[src/rtl/core/pdtb_pkg.sv]
// Shared types and constants for the point distance table builder.
package pdtb_pkg;
    localparam int NODE_CAPACITY_DEF = 64;
    localparam int ID_W = 7;
    localparam int COORD_W = 16;
    localparam int DIST_W = 17;
    localparam int KEY_W = 32;
    localparam int SQ_W = 34;

    localparam logic OP_EDGE = 1'b0;
    localparam logic OP_QUERY = 1'b1;

    localparam logic [1:0] ST_OK = 2'd0;
    localparam logic [1:0] ST_FULL = 2'd1;
    localparam logic [1:0] ST_RANGE = 2'd2;

    typedef struct packed {
        logic                      opcode;
        logic signed [COORD_W-1:0] x_first;
        logic signed [COORD_W-1:0] y_first;
        logic signed [COORD_W-1:0] x_second;
        logic signed [COORD_W-1:0] y_second;
        logic [ID_W-1:0]           query_node_a;
        logic [ID_W-1:0]           query_node_b;
    } in_item_t;

    typedef struct packed {
        logic [1:0]        status;
        logic [DIST_W-1:0] distance;
        logic [ID_W-1:0]   first_id;
        logic [ID_W-1:0]   second_id;
    } out_item_t;

    typedef enum logic [3:0] {
        S_CLEAR, S_IDLE, S_SEARCH, S_ALLOC, S_SQ, S_ROOT,
        S_WR1, S_WR2, S_QRD, S_QWAIT, S_OUT
    } state_t;
endpackage

[src/rtl/core/pdtb_if.sv]
// Valid/ready channel interface.
interface pdtb_if #(parameter type T = logic);
    logic valid;
    logic ready;
    T     data;
    modport source (output valid, output data, input ready);
    modport sink (input valid, input data, output ready);
endinterface

[src/rtl/core/pdtb_front.sv]
// Front: accepts items into a two-entry queue.
module pdtb_front (
    input  logic                 clk,
    input  logic                 rst_n,
    pdtb_if.sink                 in_ch,
    output pdtb_pkg::in_item_t   q_data,
    output logic                 q_valid,
    input  logic                 q_pop
);
    pdtb_pkg::in_item_t mem_reg [2];
    logic       wp_reg, rp_reg;
    logic [1:0] cnt_reg;
    logic       push;

    assign in_ch.ready = (cnt_reg != 2'd2);
    assign push = in_ch.valid && in_ch.ready;
    assign q_valid = (cnt_reg != 2'd0);
    assign q_data = mem_reg[rp_reg];

    always_ff @(posedge clk)
    begin
        if (push)
        begin
            mem_reg[wp_reg] <= in_ch.data;
        end
    end

    always_ff @(posedge clk or negedge rst_n)
    begin
        if (!rst_n)
        begin
            wp_reg <= 1'b0;
            rp_reg <= 1'b0;
            cnt_reg <= 2'd0;
        end
        else
        begin
            if (push)
            begin
                wp_reg <= ~wp_reg;
            end
            if (q_pop && q_valid)
            begin
                rp_reg <= ~rp_reg;
            end
            cnt_reg <= cnt_reg + {1'b0, push} - {1'b0, q_pop && q_valid};
        end
    end

    assert property (@(posedge clk) disable iff (!rst_n) cnt_reg != 2'd3)
        else $error("queue count overflow");
    assert property (@(posedge clk) disable iff (!rst_n)
        (cnt_reg == 2'd2) |-> !in_ch.ready) else $error("ready while full");
    assert property (@(posedge clk) disable iff (!rst_n)
        (cnt_reg == 2'd0 && !push) |=> !q_valid) else $error("phantom item");
endmodule

[src/flat_wrapper.sv]
// flat-port wrapper written by rule: the top's interface ports become plain ports
module pdtb_front_flat 
  (clk, rst_n, q_data, q_valid, q_pop, in_ch_valid, in_ch_data, in_ch_ready);
  pdtb_if in_ch_i ();
  input  logic clk;
  input  logic rst_n;
  output pdtb_pkg::in_item_t q_data;
  output logic q_valid;
  input  logic q_pop;
  input wire logic [$bits(in_ch_i.valid)-1:0] in_ch_valid;
  input wire logic [$bits(in_ch_i.data)-1:0] in_ch_data;
  output wire logic [$bits(in_ch_i.ready)-1:0] in_ch_ready;
  assign in_ch_i.valid = in_ch_valid;
  assign in_ch_i.data = in_ch_data;
  assign in_ch_ready = in_ch_i.ready;
  pdtb_front u_core (.clk(clk), .rst_n(rst_n), .in_ch(in_ch_i), .q_data(q_data), .q_valid(q_valid), .q_pop(q_pop));
endmodule
[config.mk]
export PLATFORM = sky130hd
export DESIGN_NAME = pdtb_front_flat
export DESIGN_NICKNAME = d
export VERILOG_FILES = /design/src/rtl/core/pdtb_pkg.sv /design/src/rtl/core/pdtb_if.sv /design/src/rtl/core/pdtb_front.sv /design/src/flat_wrapper.sv
export SDC_FILE = /design/constraint.sdc
export NUM_CORES = 1
export LEC_CHECK = 0
export BUFFER_PORTS_ARGS = -buffer_cell sky130_fd_sc_hd__buf_2
export CAP_MARGIN = 10
export CORE_UTILIZATION = 39
export CTS_BUF_LIST = sky130_fd_sc_hd__clkbuf_16
export DETAILED_ROUTE_END_ITERATION = 12
export MAX_ROUTING_LAYER = met4
export PLACE_DENSITY = 0.94
export SLEW_MARGIN = 25
export SYNTH_ARGS = -nofsm -noshare
export SYNTH_HDL_FRONTEND = slang
export SYNTH_SLANG_ARGS = --single-unit
export TNS_END_PERCENT = 20
[constraint.sdc]
create_clock -name clk -period 3.25 [get_ports clk]
set_input_delay 0 -clock clk [delete_from_list [all_inputs] [get_ports clk]]
set_output_delay 0 -clock clk [all_outputs]
set_load 0.05 [all_outputs]
* After elaboration in Yosys (flattened, before gate mapping)
Memories as Yosys holds them, arrays and structs flattened.
Index checks and enable logic that the tools add are counted.
** Cells by class
- Add/sub/neg operators :: 2
- Eq/ne operators :: 1
- Muxes and demuxes :: 2
- Bitwise operators :: 2
- Reductions and logical operators :: 3
** Operators with widths (number)
- adder 2 x 1 -> 2 bit :: 1
- logical AND 1 bit :: 2
- 2-to-1 mux 1 bit :: 2
- inequality test 2 bit (second input constant) :: 1
- NOT 1 bit :: 2
- nonzero test 2 bit :: 1
- subtractor 2 x 1 -> 2 bit :: 1
** Word-level totals
- Register bits :: 4
- RAM bits :: 2
- Output and inout port bits :: 81
- Memories :: 1
** Memories
- u_core.mem_reg :: depth 2, width 1, rd ports 1, clocked after Yosys merged registers in 0, wr ports 1, RTL line pdtb_front.sv:10 : pdtb_pkg::in_item_t mem_reg [2];

* Depth between registers and ports, before layout
- Word-level depth :: 4
- Mapped depth :: 7
- Mapped depth without buffers :: 7

* Least setup slack after synthesis
No wires, ideal clock.
- Kind :: reg-to-reg
- From :: register u_core.cnt_reg[1]
- To :: register u_core.cnt_reg[1]
- Library setup time :: 123 ps
- Arrival :: 1743 ps
- Slack :: 1384 ps
- Cell stages (with the launch flop) :: 8
- Buffers on the path :: 0
- Period minus slack after synthesis :: 1866 ps
- Cells stage by stage :: dfrtp_1 > or2_1 > and2_4 > ha_1 > inv_1 > ha_1 > xnor2_1 > xnor2_1
** RTL lines
- start, declared :: RTL line pdtb_front.sv:12 : logic [1:0] cnt_reg;
- start signal, assigned :: RTL line pdtb_front.sv:46 : cnt_reg <= cnt_reg + {1'b0, push} - {1'b0, q_pop && q_valid};
- nonzero test 2 bit :: RTL line pdtb_front.sv:17 : assign q_valid = (cnt_reg != 2'd0);
- net q_valid :: RTL line flat_wrapper.sv:8 : output logic q_valid;
- logical AND 1 bit :: RTL line pdtb_front.sv:46
- subtractor 2 x 1 -> 2 bit :: RTL line pdtb_front.sv:46
The timed path passes the listed nets, and every way through them passes these cells.
A chain may end at the register's enable or synchronous reset.

* Worst setup path in the final report
- From :: register u_core.cnt_reg[1]
- To :: register u_core.cnt_reg[1]
** On the way
- Longest elaborated chain between the ends :: 4
** Ends and longest elaborated chain
- inequality test 2 bit :: RTL line pdtb_front.sv:15 : assign in_ch.ready = (cnt_reg != 2'd2);
- logical AND 1 bit :: RTL line pdtb_front.sv:16 : assign push = in_ch.valid && in_ch.ready;
- adder 2 x 1 -> 2 bit :: RTL line pdtb_front.sv:46
- subtractor 2 x 1 -> 2 bit * :: RTL line pdtb_front.sv:46
Every way passes the cells marked *; elsewhere a longest branch is shown, timed or not.

==> metrics <==
CTS buffer count=3; CP endpoint kind=register; DIE AREA=2420 sq um; min Tclk post-route=1680 ps; RSZ-0062 raised after global routing=false; Antenna Nets Post-Route=0; GPL Wtd Cong=0.632; final setup fails=0; largest net degree at the start of global routing=5; Worst Setup Start Kind=register; Fmax achieved=597 MHz; number of synthesis warnings=0; row cnt=16; WL final=833 microns; Cell Area, Synth=867 sq um; Die Ht=49.2 microns; DP HPWL=733 microns; cells along the critical path=or2_1 -> and2_4 -> ha_1 -> inv_1 -> ha_1 -> xnor2_1 -> xnor2_1; max cap viols=0; setup TNS=0 ps; Crit-path slowest cell=dfrtp_1; post-synth cell types=15; CP Class=reg -> reg; Total GRT Usage=6.71%; layout cells sized above 1=10.6%; Starting Density=42.9%; maximum VDD drop=0.000351 V; vias in the first global route=249; area grow syn2layout=-14.9%; width of the die=49.2 microns; Worst path max stage delay=390 ps; cell count after synthesis=101; CTS tree=yes; Core ar.=2020 sq um; post-CTS setup buffers=0; clk sinks=6; worst min-delay path class=in -> reg; outcome=complete, no violations; commonest non-fill, non-tap cells in the layout=conb_1, buf_2, inv_1, dfrtp_1; clk_lat worst skew=230 ps; Remaining DRCs=0; ys async rst share=66.7%; initial DRC count=7; Pleak=0.461 nW; critical path arrival=1820 ps; Final period util=51.6%; initial antenna violation count=0; vias=404; CP max FO=3; clk root buf=clkbuf_16; Primary FF master, synth=dfrtp_1; H-tree depth=1; Vias/cell=2.89; overflow left after global routing=0; CTS clk-pin slew, worst paths=30 ps; FILL cells=224; Post-CTS Resized=0; Buffers on Ports=7; Longest Clk Path Bufs=2; n_diodes=0; Power Density=997 nW/um^2; first-pass GRT wire length=1.01 mm; syn_area_per_cell=8.58 sq um; hold path depth=3; register area share after synthesis=18.5%; R2R depth=7; worst clock skew=0.376 ps; number of synthesized flops with an enable pin=2; total chip power=0.000736 W; WL per Instance=5.95 microns; commonest non-fill, non-tap cell in the layout=conb_1; final hold violations=0; fin. max-slew vios=0; nets=121; drt first pass iters=2; I/O pins=86; Yosys reg bits=6; required time of the critical path=3400 ps
area by class of cell:
class	count	area, sq um	area share [%]
multi-input cells	91	399	54.1
flip-flops and latches	6	160	21.7
clock buffers	3	75.1	10.2
repair buffers	9	55.1	7.46
well taps	27	33.8	4.58
inverters	3	11.3	1.53
clock inverters	1	3.75	0.508
synth_stat cells (all sizes together) (2+ instances only):
cell type / count / area [sq um]
buf: 78 / 586
xnor2: 3 / 26.3
dfrtp: 4 / 100
edfxtp: 2 / 60.1
inv: 3 / 11.3
ha: 2 / 25.0
power by group:
part	total, W	switching [W]	internal, W	leakage (nW)
clock	0.000206	0.0000460	0.000160	0.0423
combinational	0.000396	0.000320	0.0000755	0.354
sequential	0.000134	0.0000204	0.000114	0.0652
total	0.000736	0.000386	0.000349	0.461
per-layer routing:
metal	global-route usage [%]	share of wire, %
met5	-	0
met4	5.88	3.5
met2	11.4	56
met3	4.98	18
met1	4.17	22
metrics by stage:
step | area, sq um | setup WS [ps] | util, % | instances | hold slack [ps]
after CTS | 738 | 1540 | 36.5 | 140 | 72.3
after detailed placement | 639 | 1570 | 31.6 | 134 | -187
final | 738 | 1570 | 36.5 | 140 | 72.9
after global routing | 738 | 1470 | 36.5 | 140 | 97.3
after global placement | 639 | 1640 | 31.6 | 134 | -193
after floorplan | 1160 | 1380 | - | 178 | -296
cells by family (layout without fill, tap and decap cells):
family | count (synthesis) | after routing | share of synthesized area (%)
XOR/XNOR | 4 | 4 | 4.04
adder cells (fa/ha/maj) | 2 | 2 | 2.89
buffers and inverters | 81 | 16 | 68.8
flip-flops | 6 | 6 | 18.5
multiplexers | 1 | 1 | 1.30
other | 1 | 78 | 0.432
AND/OR/NAND/NOR | 6 | 6 | 4.04
final timing paths:
kind                                    from           endpoint  slack, ps
max                        u_core.cnt_reg[1]  u_core.cnt_reg[1]       1570
min                                    q_pop      u_core.rp_reg         70
max reg2reg                u_core.cnt_reg[1]  u_core.cnt_reg[1]       1570
min reg2reg                    u_core.rp_reg      u_core.rp_reg        480
max in group asynchronous              rst_n  u_core.cnt_reg[1]       3020
min in group asynchronous              rst_n      u_core.wp_reg        110
worst max-delay path: cells and delay by family, from the launching register on:
| family | cells | cell delay [ps] |
|---|---|---|
| adder cells (fa/ha/maj) | 2 | 440 |
| AND/OR/NAND/NOR | 2 | 400 |
| flip-flops | 1 | 390 |
| XOR/XNOR | 2 | 320 |
| buffers and inverters | 1 | 40 |
repair_timing:
action	CTS	global route
hold endpoints to repair	6	0
hold buffers	2	0
setup endpoints to repair	0	0
Power figures use the tool's default switching activity.
